### config.mk
export PLATFORM = sky130hd
export DESIGN_NAME = ber_tlv_header_parser_flat
export DESIGN_NICKNAME = d
export VERILOG_FILES = /design/src/sv/btlv_pkg.sv /design/src/sv/btlv_intf.sv /design/src/sv/btlv_step.sv /design/src/sv/ber_tlv_header_parser.sv /design/src/flat_wrapper.sv
export SDC_FILE = /design/constraint.sdc
export NUM_CORES = 1
export LEC_CHECK = 0
export BUFFER_PORTS_ARGS = -buffer_cell sky130_fd_sc_hd__buf_2
export CORE_AREA = 2 2 128 130
export DETAILED_ROUTE_END_ITERATION = 7
export DIE_AREA = 0 0 130 132
export GPL_TIMING_DRIVEN = 1
export PLACE_DENSITY = 0.67
export SYNTH_ARGS = -nofsm -noshare
export SYNTH_HDL_FRONTEND = slang
export SYNTH_SLANG_ARGS = --single-unit
### constraint.sdc
create_clock -name clk -period 6 [get_ports clk]
set_input_delay 0 -clock clk [delete_from_list [all_inputs] [get_ports clk]]
set_output_delay 0 -clock clk [all_outputs]
set_load 0.005 [all_outputs]
### src/sv/btlv_pkg.sv
// ----------------------------------------------------------------------------
// btlv_pkg
// types and codes shared by the ber tag/length header parser
// ----------------------------------------------------------------------------
package btlv_pkg;

	// parse phase, one-hot
	typedef enum logic [3:0] {
		PH_IDENT    = 4'b0001,
		PH_TAGEXT   = 4'b0010,
		PH_LENFIRST = 4'b0100,
		PH_LENLONG  = 4'b1000
	} phase_t;

	// result status codes
	typedef enum logic [2:0] {
		ST_OK       = 3'd0,
		ST_ZERO_ID  = 3'd1,
		ST_TRUNC    = 3'd2,
		ST_TAG_OVF  = 3'd3,
		ST_LEN_OVF  = 3'd4
	} status_t;

	localparam logic [4:0] HIGH_TAG_MARK = 5'h1f;
	localparam logic [7:0] HDR_LEN_MAX   = 8'd255;

	// parser state carried from byte to byte
	typedef struct packed {
		phase_t      phase;
		logic [1:0]  tag_class;
		logic        constructed;
		logic [28:0] tag_accum;
		logic [31:0] length_accum;
		logic [6:0]  len_left;
		logic [7:0]  byte_count;
		logic        tag_ovf;
		logic        len_ovf;
	} state_t;

	// parser state after reset
	localparam state_t STATE_RESET = '{
		phase:        PH_IDENT,
		tag_class:    2'd0,
		constructed:  1'b0,
		tag_accum:    29'd0,
		length_accum: 32'd0,
		len_left:     7'd0,
		byte_count:   8'd0,
		tag_ovf:      1'b0,
		len_ovf:      1'b0
	};

	// one decoded header
	typedef struct packed {
		status_t     status;
		logic [1:0]  tag_class;
		logic        constructed;
		logic [28:0] tag_number;
		logic [31:0] content_length;
		logic [7:0]  header_length;
	} result_t;

endpackage

### src/sv/btlv_intf.sv
// ----------------------------------------------------------------------------
// btlv interfaces
// valid/ready channels for the byte stream and the decoded headers
// ----------------------------------------------------------------------------

// byte stream channel
interface btlv_in_if;
	logic       valid;
	logic       ready;
	logic [7:0] data_byte;
	logic       last_byte;

	modport source (output valid, output data_byte, output last_byte, input ready);
	modport sink   (input valid, input data_byte, input last_byte, output ready);
endinterface

// decoded header channel
interface btlv_out_if;
	logic        valid;
	logic        ready;
	logic [2:0]  status;
	logic [1:0]  tag_class;
	logic        constructed;
	logic [28:0] tag_number;
	logic [31:0] content_length;
	logic [7:0]  header_length;

	modport source (
		output valid, output status, output tag_class, output constructed,
		output tag_number, output content_length, output header_length,
		input ready
	);
	modport sink (
		input valid, input status, input tag_class, input constructed,
		input tag_number, input content_length, input header_length,
		output ready
	);
endinterface

### src/sv/btlv_step.sv
// ----------------------------------------------------------------------------
// btlv_step
// decode of one stream byte against the current parser state
// ----------------------------------------------------------------------------
module btlv_step import btlv_pkg::*; (
	input  state_t     cur,
	input  logic [7:0] data_byte,
	input  logic       last_byte,
	output state_t     nxt,
	output logic       emit,
	output result_t    res
);

	status_t st;

	// next state and result status
	always_comb begin
		nxt  = cur;
		emit = 1'b0;
		st   = ST_OK;
		if (cur.phase != PH_IDENT && cur.byte_count != HDR_LEN_MAX) begin
			nxt.byte_count = cur.byte_count + 8'd1;
		end
		case (cur.phase)
			PH_IDENT: begin
				nxt.byte_count   = 8'd1;
				nxt.tag_ovf      = 1'b0;
				nxt.len_ovf      = 1'b0;
				nxt.length_accum = '0;
				nxt.len_left     = '0;
				if (data_byte == 8'h00) begin
					// zero identifier, reported at once
					nxt.tag_class   = '0;
					nxt.constructed = 1'b0;
					nxt.tag_accum   = '0;
					nxt.phase       = PH_IDENT;
					emit            = 1'b1;
					st              = ST_ZERO_ID;
				end else begin
					nxt.tag_class   = data_byte[7:6];
					nxt.constructed = data_byte[5];
					if (data_byte[4:0] == HIGH_TAG_MARK) begin
						nxt.tag_accum = '0;
						nxt.phase     = PH_TAGEXT;
					end else begin
						nxt.tag_accum = {24'd0, data_byte[4:0]};
						nxt.phase     = PH_LENFIRST;
					end
					if (last_byte) begin
						emit = 1'b1;
						st   = ST_TRUNC;
					end
				end
			end
			PH_TAGEXT: begin
				// base-128 tag extension
				if (|cur.tag_accum[28:22]) begin
					nxt.tag_ovf = 1'b1;
				end
				nxt.tag_accum = {cur.tag_accum[21:0], data_byte[6:0]};
				if (!data_byte[7]) begin
					nxt.phase = PH_LENFIRST;
				end
				if (last_byte) begin
					emit = 1'b1;
					st   = ST_TRUNC;
				end
			end
			PH_LENFIRST: begin
				if (!data_byte[7]) begin
					// short form length
					nxt.length_accum = {24'd0, data_byte};
					emit             = 1'b1;
					st               = cur.tag_ovf ? ST_TAG_OVF :
						(cur.len_ovf ? ST_LEN_OVF : ST_OK);
				end else begin
					nxt.length_accum = '0;
					nxt.len_left     = data_byte[6:0];
					if (data_byte[6:0] == 7'd0) begin
						// indefinite marker reads as length zero
						emit = 1'b1;
						st   = cur.tag_ovf ? ST_TAG_OVF :
							(cur.len_ovf ? ST_LEN_OVF : ST_OK);
					end else begin
						nxt.phase = PH_LENLONG;
						if (last_byte) begin
							emit = 1'b1;
							st   = ST_TRUNC;
						end
					end
				end
			end
			PH_LENLONG: begin
				// big-endian long form length bytes
				if (|cur.length_accum[31:24]) begin
					nxt.len_ovf = 1'b1;
				end
				nxt.length_accum = {cur.length_accum[23:0], data_byte};
				if (cur.len_left != 7'd0) begin
					nxt.len_left = cur.len_left - 7'd1;
				end
				if (nxt.len_left == 7'd0) begin
					emit = 1'b1;
					st   = cur.tag_ovf ? ST_TAG_OVF :
						(nxt.len_ovf ? ST_LEN_OVF : ST_OK);
				end else if (last_byte) begin
					emit = 1'b1;
					st   = ST_TRUNC;
				end
			end
			default: begin
				nxt.phase = PH_IDENT;
			end
		endcase
		if (emit) begin
			nxt.phase = PH_IDENT;
		end
	end

	// result fields from the updated state
	always_comb begin
		res.status         = st;
		res.tag_class      = nxt.tag_class;
		res.constructed    = nxt.constructed;
		res.tag_number     = nxt.tag_accum;
		res.content_length = nxt.length_accum;
		res.header_length  = nxt.byte_count;
	end

endmodule

### src/sv/ber_tlv_header_parser.sv
// ----------------------------------------------------------------------------
// ber_tlv_header_parser
// streaming decoder of asn.1 ber identifier and length headers
// ----------------------------------------------------------------------------
// Takes one stream byte per clock and reports one result per header: class,
// constructed bit, tag number, content length and header length, or an error
// status for a zero identifier, a truncated header or a tag or length
// overflow. Throughput is one byte per clock, sustained while the result side
// keeps up; a byte lands in the input register, from which the per-byte decode
// updates the parser state and loads the result register that drives the output.
// While a result waits, the byte in the input register waits with it. The rate
// is set by the combinational byte decode, which updates the parser state once
// per byte.
module ber_tlv_header_parser import btlv_pkg::*; (
	input  logic              clk,
	input  logic              arst_n,
	btlv_in_if.sink           byte_stream,
	btlv_out_if.source        header
);

	logic       valid_s1;
	logic [7:0] data_s1;
	logic       last_s1;
	state_t     state_q;
	state_t     state_nxt;
	logic       emit;
	result_t    res;
	logic       valid_s2;
	result_t    res_s2;
	logic       step_fire;
	logic       in_fire;

	// handshake
	assign step_fire         = valid_s1 && (!valid_s2 || header.ready);
	assign byte_stream.ready = !valid_s1 || step_fire;
	assign in_fire           = byte_stream.valid && byte_stream.ready;

	// input register
	always_ff @(posedge clk or negedge arst_n) begin
		if (!arst_n) begin
			valid_s1 <= 1'b0;
		end else if (in_fire) begin
			valid_s1 <= 1'b1;
		end else if (step_fire) begin
			valid_s1 <= 1'b0;
		end
	end

	always_ff @(posedge clk) begin
		if (in_fire) begin
			data_s1 <= byte_stream.data_byte;
			last_s1 <= byte_stream.last_byte;
		end
	end

	// byte decode
	btlv_step u_step (
		.cur       (state_q),
		.data_byte (data_s1),
		.last_byte (last_s1),
		.nxt       (state_nxt),
		.emit      (emit),
		.res       (res)
	);

	// parser state
	always_ff @(posedge clk or negedge arst_n) begin
		if (!arst_n) begin
			state_q <= STATE_RESET;
		end else if (step_fire) begin
			state_q <= state_nxt;
		end
	end

	// result register
	always_ff @(posedge clk or negedge arst_n) begin
		if (!arst_n) begin
			valid_s2 <= 1'b0;
		end else if (step_fire && emit) begin
			valid_s2 <= 1'b1;
		end else if (header.ready) begin
			valid_s2 <= 1'b0;
		end
	end

	always_ff @(posedge clk) begin
		if (step_fire && emit) begin
			res_s2 <= res;
		end
	end

	assign header.valid          = valid_s2;
	assign header.status         = res_s2.status;
	assign header.tag_class      = res_s2.tag_class;
	assign header.constructed    = res_s2.constructed;
	assign header.tag_number     = res_s2.tag_number;
	assign header.content_length = res_s2.content_length;
	assign header.header_length  = res_s2.header_length;

endmodule

### src/flat_wrapper.sv
// flat-port wrapper written by rule: the top's interface ports become plain ports
module ber_tlv_header_parser_flat import btlv_pkg::*;
  (clk, arst_n, byte_stream_valid, byte_stream_data_byte, byte_stream_last_byte, byte_stream_ready, header_valid, header_status, header_tag_class, header_constructed, header_tag_number, header_content_length, header_header_length, header_ready);
  btlv_in_if byte_stream_i ();
  btlv_out_if header_i ();
  input  logic clk;
  input  logic arst_n;
  input wire logic [$bits(byte_stream_i.valid)-1:0] byte_stream_valid;
  input wire logic [$bits(byte_stream_i.data_byte)-1:0] byte_stream_data_byte;
  input wire logic [$bits(byte_stream_i.last_byte)-1:0] byte_stream_last_byte;
  output wire logic [$bits(byte_stream_i.ready)-1:0] byte_stream_ready;
  output wire logic [$bits(header_i.valid)-1:0] header_valid;
  output wire logic [$bits(header_i.status)-1:0] header_status;
  output wire logic [$bits(header_i.tag_class)-1:0] header_tag_class;
  output wire logic [$bits(header_i.constructed)-1:0] header_constructed;
  output wire logic [$bits(header_i.tag_number)-1:0] header_tag_number;
  output wire logic [$bits(header_i.content_length)-1:0] header_content_length;
  output wire logic [$bits(header_i.header_length)-1:0] header_header_length;
  input wire logic [$bits(header_i.ready)-1:0] header_ready;
  assign byte_stream_i.valid = byte_stream_valid;
  assign byte_stream_i.data_byte = byte_stream_data_byte;
  assign byte_stream_i.last_byte = byte_stream_last_byte;
  assign byte_stream_ready = byte_stream_i.ready;
  assign header_valid = header_i.valid;
  assign header_status = header_i.status;
  assign header_tag_class = header_i.tag_class;
  assign header_constructed = header_i.constructed;
  assign header_tag_number = header_i.tag_number;
  assign header_content_length = header_i.content_length;
  assign header_header_length = header_i.header_length;
  assign header_i.ready = header_ready;
  ber_tlv_header_parser u_core (.clk(clk), .arst_n(arst_n), .byte_stream(byte_stream_i), .header(header_i));
endmodule
Word-level counts from Yosys, hierarchy flattened
Cells that the tools add are included.
{"block": "word_totals", "reg_bits": 171, "output_inout_bits": 77, "elab_cells": 99}
{"block": "classes", "addsub": 2, "n_eq_ne": 13, "mux": 42, "n_reduce_logical": 23}
{"operator": "$pmux W39 S3", "n": 1}
{"operator": "$pmux W29 S2", "n": 1}
{"operator": "$mux W35", "n": 1}
{"operator": "$mux W7", "n": 4}
{"operator": "$mux W3", "n": 9}
{"operator": "$mux W4", "n": 4}
{"operator": "$mux W8", "n": 2}
{"operator": "$pmux W4 S4", "n": 1}
{"operator": "$logic_not A7 Y1", "n": 2}
{"operator": "$mux W1", "n": 12}
{"operator": "$pmux W3 S4", "n": 1}
{"operator": "$add A8 B1 Y8 const B", "n": 1}
{"operator": "$logic_not A8 Y1", "n": 1}
{"operator": "$ne A8 B8 Y1 const B", "n": 1}
{"operator": "$reduce_bool A2 Y1", "n": 4}
{"operator": "$reduce_or A8 Y1", "n": 1}
{"operator": "$reduce_bool A7 Y1", "n": 1}
{"operator": "$reduce_or A7 Y1", "n": 1}
{"operator": "$sub A7 B1 Y7 const B", "n": 1}
{"operator": "$reduce_and A3 Y1", "n": 2}
{"operator": "$eq A5 B5 Y1 const B", "n": 1}
{"operator": "$mux W5", "n": 1}
{"operator": "$reduce_and A5 Y1", "n": 1}
{"operator": "$eq A4 B1 Y1 const B", "n": 1}
{"operator": "17 further kinds", "n": 25}

Longest topological paths before layout
{"block": "depth", "ltp_word": 8, "depth_mapped": 9, "depth_no_buf": 8}

Modules after synthesis
From an unflattened synthesis, not the netlist that was laid out.
{"block": "hier_totals", "hier_cells": 590, "hier_area_um2": 8106.5}
{"mod": "ber_tlv_header_parser", "instances": 1, "cells_each": 274, "area_each_um2": 6005.8, "seq_area_each_um2": 4700.8}
{"mod": "btlv_step", "instances": 1, "cells_each": 316, "area_each_um2": 2100.8, "seq_area_each_um2": 0.0}

Least setup slack after synthesis
No wires, ideal clock.
{"block": "synth_path", "path_kind": "reg-to-reg", "startpoint": "register u_core.state_q[10] (netlist name)", "endpoint": "register u_core.res_s2, in the netlist u_core.header.constructed (enable)", "setup_time_ps": 508, "t_arrival_ps": 4765, "slack_ps": 726, "stages_incl_launch_ff": 10, "period_less_slack_ps": 5274, "cell_sequence": "dfrtp_1 -> inv_1 -> ha_1 -> clkbuf_1 -> or2_2 -> o21ai_0 -> mux2i_1 -> o21ai_1 -> a21oi_1 -> nor2_1"}
{"block": "synth_via", "elab_chain_len": 7, "elab_cells_between_ends": 8}
{"item": "start: declaration", "line_no": "ber_tlv_header_parser.sv:24", "rtl": "state_t state_q;"}
{"item": "start signal: assignment", "line_no": "ber_tlv_header_parser.sv:71", "rtl": "state_q <= state_nxt;"}
{"item": "$sub A7 B1 Y7 or $reduce_bool A7 Y1 (tied branches)", "line_no": "btlv_step.sv:100, btlv_step.sv:99"}
{"item": "$mux W7 *", "line_no": "btlv_step.sv:99", "rtl": "if (cur.len_left != 7'd0) begin"}
{"item": "$mux W7 *", "line_no": "btlv_step.sv:24", "rtl": "case (cur.phase)"}
{"item": "$logic_not A7 Y1 *", "line_no": "btlv_step.sv:102", "rtl": "if (nxt.len_left == 7'd0) begin"}
{"item": "$mux W1 *", "line_no": "btlv_step.sv:102"}
{"item": "$pmux W1 S4 *", "line_no": "btlv_step.sv:24"}
{"item": "$logic_and A1 B1 Y1 *", "line_no": "ber_tlv_header_parser.sv:87", "rtl": "if (step_fire && emit) begin"}
{"item": "end signal: assignment", "line_no": "ber_tlv_header_parser.sv:88", "rtl": "res_s2 <= res;"}
{"item": "end: declaration", "line_no": "ber_tlv_header_parser.sv:29", "rtl": "result_t res_s2;"}
Mark *: on every way between the ends. The rest lies on a longest branch, timed or not. The select of a mux whose other input is x is not followed.
A chain may end at the register's enable or synchronous reset.

Worst setup path in the final report
{"block": "layout_path", "startpoint": "register u_core.state_q[84] (netlist name)", "endpoint": "register u_core.res_s2, in the netlist u_core.header.status[0] (enable)"}
{"block": "layout_via", "elab_chain_len": 3, "elab_cells_between_ends": 6}
{"item": "$eq A4 B4 Y1 (tied with other cells)", "line_no": "btlv_step.sv:24"}
{"item": "$pmux W1 S4 *", "line_no": "btlv_step.sv:24"}
{"item": "$logic_and A1 B1 Y1 *", "line_no": "ber_tlv_header_parser.sv:87"}
Mark *: on every way between the ends. The rest lies on a longest branch, timed or not.

==> impl_metrics.sql <==
INSERT INTO impl_metrics (metric_group, metric, value, unit) VALUES
('route', 'routed_via_count', '5098', ''),
('synthesis', 'most_common_flop_cell_mapped_by_yosys', 'dfrtp_1', ''),
('synthesis', 'post_synth.cell_area_avg', '13.0', 'um2'),
('worst_hold_path', 'min_delay_path_depth', '2', ''),
('worst_hold_path', 'min_from', 'byte_stream_last_byte', ''),
('synthesis', 'postSynthNetCount', '578', ''),
('sta', 'setup_viol_count_final', '0', ''),
('synthesis', 'synth.area.mux_share', '0.0101', ''),
('synthesis', 'synthArstFlopShare', '0.509', ''),
('clocking', 'cts_sinks', '171', ''),
('synthesis', 'post_synthesis_instance_area', '7310', 'um2'),
('clocking', 'clk_transition_reported_paths', '0.07', 'ns'),
('sta', 'maxSlewViolCount', '0', ''),
('final_layout', 'antennaDiodeCount', '0', ''),
('critical_path', 'cp_data_required_time', '6.07', 'ns'),
('sta', 'hold_viol_final', '0', ''),
('grt', 'global_route.usage.total', '0.193', ''),
('placed_design', 'placed_cells', '835', ''),
('sta', 'fin_worst_skew', '0.00826', 'ns'),
('sta', 'setup_slack', '2.06', 'ns'),
('grt', 'grt_antenna_before_repair', '0', ''),
('final_layout', 'layout.cells.most_common_list', '111 x a22o_1, 88 x buf_2, 86 x dfrtp_1', ''),
('synthesis', 'main_combinational_cell_family_by_area_after_synthesis', 'compound AO/OA/AOI/OAI gates', ''),
('pwr', 'power_density', '436', 'nW/um2'),
('clocking', 'root_buffer', 'clkbuf_16', ''),
('floorplan', 'chipWidth', '130', 'um'),
('synthesis', 'netlist_top_cells_area', 'edfxtp_1 35%, dfrtp_1 29%, a22o_1 13%, nand2_1 3.5%, o21ai_1 1.4%', ''),
('placed_design', 'post-place-ws', '2.06', 'ns'),
('synthesis', 'syn_inst', '562', ''),
('clocking', 'worstSkewPairLatency', '0.43', 'ns'),
('final_layout', 'layout_commonest_cell', 'a22o_1', ''),
('synthesis', 'synthDominantAreaCellType', 'edfxtp_1', ''),
('route', 'avgRoutedWirePerCell', '17.9', 'um'),
('floorplan', 'boundaryPins', '90', ''),
('critical_path', 'critical_path.max_stage_delay', '0.96', 'ns'),
('synthesis', 'total_of_warnings_raised_by_yosys', '0', ''),
('route', 'post_drt_via_cell_ratio', '5.79', ''),
('synthesis', 'synth-adder-area-share', '0.00514', ''),
('clocking', 'number_of_buffers_created_by_cts', '17', ''),
('sta', 'rsz0062_at_grt', 'no', ''),
('critical_path', 'worstPathArrival', '4.00', 'ns'),
('synthesis', 'synth-edff-count', '84', ''),
('route', 'ant_nets', '0', ''),
('synthesis', 'synth.lib_cells_used.distinct', '58', ''),
('worst_hold_path', 'timing.hold.worst_endpoint', 'u_core.last_s1', ''),
('critical_path', 'timing.critical_path.from_type', 'register', ''),
('floorplan', 'initial_standard_cell_utilization_of_the_core', '0.465', ''),
('sta', 'min_period_over_period', '0.656', ''),
('grt', 'grt_overflow', '0', ''),
('outcome', 'run_status', 'finished clean', ''),
('sta', 'layout_min_cycle_time', '3.94', 'ns'),
('critical_path', 'crit_buf_inv', '1', ''),
('critical_path', 'critical_path.endpoint_type', 'register', ''),
('final_layout', 'instances_no_fill', '880', ''),
('placed_design', 'globalplace.congestion', '0.878', ''),
('synthesis', 'synth_simple_gate_area_share', '0.103', ''),
('floorplan', 'placement_rows', '46', ''),
('synthesis', 'synth_sequential_area_ratio', '0.643', ''),
('synthesis', 'ys_seq_elements', '171', ''),
('synthesis', 'synthDominantCellAreaShare', '0.345', ''),
('worst_hold_path', 'hold_path_class', 'in -> reg', ''),
('clocking', 'postCtsSetupBuffers', '0', ''),
('route', 'drt_first_pass_iters', '5', ''),
('pwr', 'post-layout-total-power', '3.75', 'mW'),
('critical_path', 'timing_worst_setup_path_type', 'reg -> reg', ''),
('clocking', 'tritoncts', 'yes', ''),
('pwr', 'vdd_drop_max', '220', 'uV'),
('final_layout', 'drive_above_1_share', '0.230', ''),
('pwr', 'total_leakage_power', '3.58', 'nW'),
('floorplan', 'die-height', '132', 'um'),
('critical_path', 'cpMaxStageDelayCell', 'nor3_4', '');
[power by group]
group | switching [mW] | internal, mW | leakage (nW) | total, mW
clock network | 0.456 | 0.653 | 0.279 | 1.11
registers | 0.157 | 1.49 | 1.98 | 1.65
logic | 0.658 | 0.336 | 1.31 | 0.995
total | 1.27 | 2.48 | 3.58 | 3.75
[Yosys cell counts, drive strengths merged (5+ instances only)]
cell type  count
a21oi         18
a22o         111
buf           21
clkbuf        15
dfrtp         86
edfxtp        84
inv            9
nand2         68
nand3          7
nand4          6
nor2          26
nor3           9
nor4           6
o211ai         5
o21ai         32
[sequential cells by signal (all words and copies together), names as in the netlist]
| name | cells |
|---|---|
| u_core.state_q | 85 |
| u_core.header.tag_class | 2 |
| u_core.header.tag_number | 29 |
| u_core.valid_s1 | 1 |
| u_core.header.header_length | 8 |
| u_core.header.constructed | 1 |
| u_core.data_s1 | 8 |
| u_core.last_s1 | 1 |
| u_core.header.content_length | 32 |
| u_core.header.status | 3 |
| u_core.header.valid | 1 |
[stage by stage]
stage	instance area, um2	utilization
floorplan	7310	-
global placement	7880	0.502
detailed placement	7880	0.502
CTS	8610	0.548
global route	8610	0.548
finish	8610	0.548
[worst max-delay path by stage]
stage          slack (ns)                              to               start  cells past startpoint
2_1_floorplan        0.73       u_core.header.constructed  u_core.state_q[10]                      9
3_3_place_gp         2.29  u_core.header.header_length[1]  u_core.state_q[84]                      5
3_5_place_dp         2.06  u_core.header.header_length[5]  u_core.state_q[84]                      5
4_1_cts              2.06  u_core.header.header_length[4]  u_core.state_q[84]                      5
5_1_grt              1.72  u_core.header.header_length[2]  u_core.state_q[84]                      5
6_report             2.06         u_core.header.status[0]  u_core.state_q[84]                      5
[repair_timing]
action,in CTS,in global routing
endpoints found under the hold margin,97,0
hold buffers,13,0
resized for setup,0,0
[cell families (layout without fill, tap and decap cells)]
kind of cell | count (synthesis) | count (layout)
compound gates | 189 | 189
flops | 171 | 171
fa+ha+maj | 3 | 3
mux | 7 | 7
simple gates | 143 | 143
buf+inv | 45 | 147
xor+xnor | 4 | 4
[cell type report]
type,instances,area [um2]
clock inverter,15,173
multi-input combinational,346,2400
clock buffer,17,425
timing repair buffer,106,608
sequential,171,4700
tap,216,270
fill,1316,7100
inverter,9,33.8
[routing by layer]
metal	vias to the layer above	part of all wire	wire, um	GRT usage
li1	2332	-	-	-
met1	2552	0.45	7060	0.273
met2	190	0.48	7580	0.295
met3	24	0.054	847	0.0430
met4	0	0.019	298	0.0711
met5	-	0	0	0
Power figures use the tool's default switching activity.
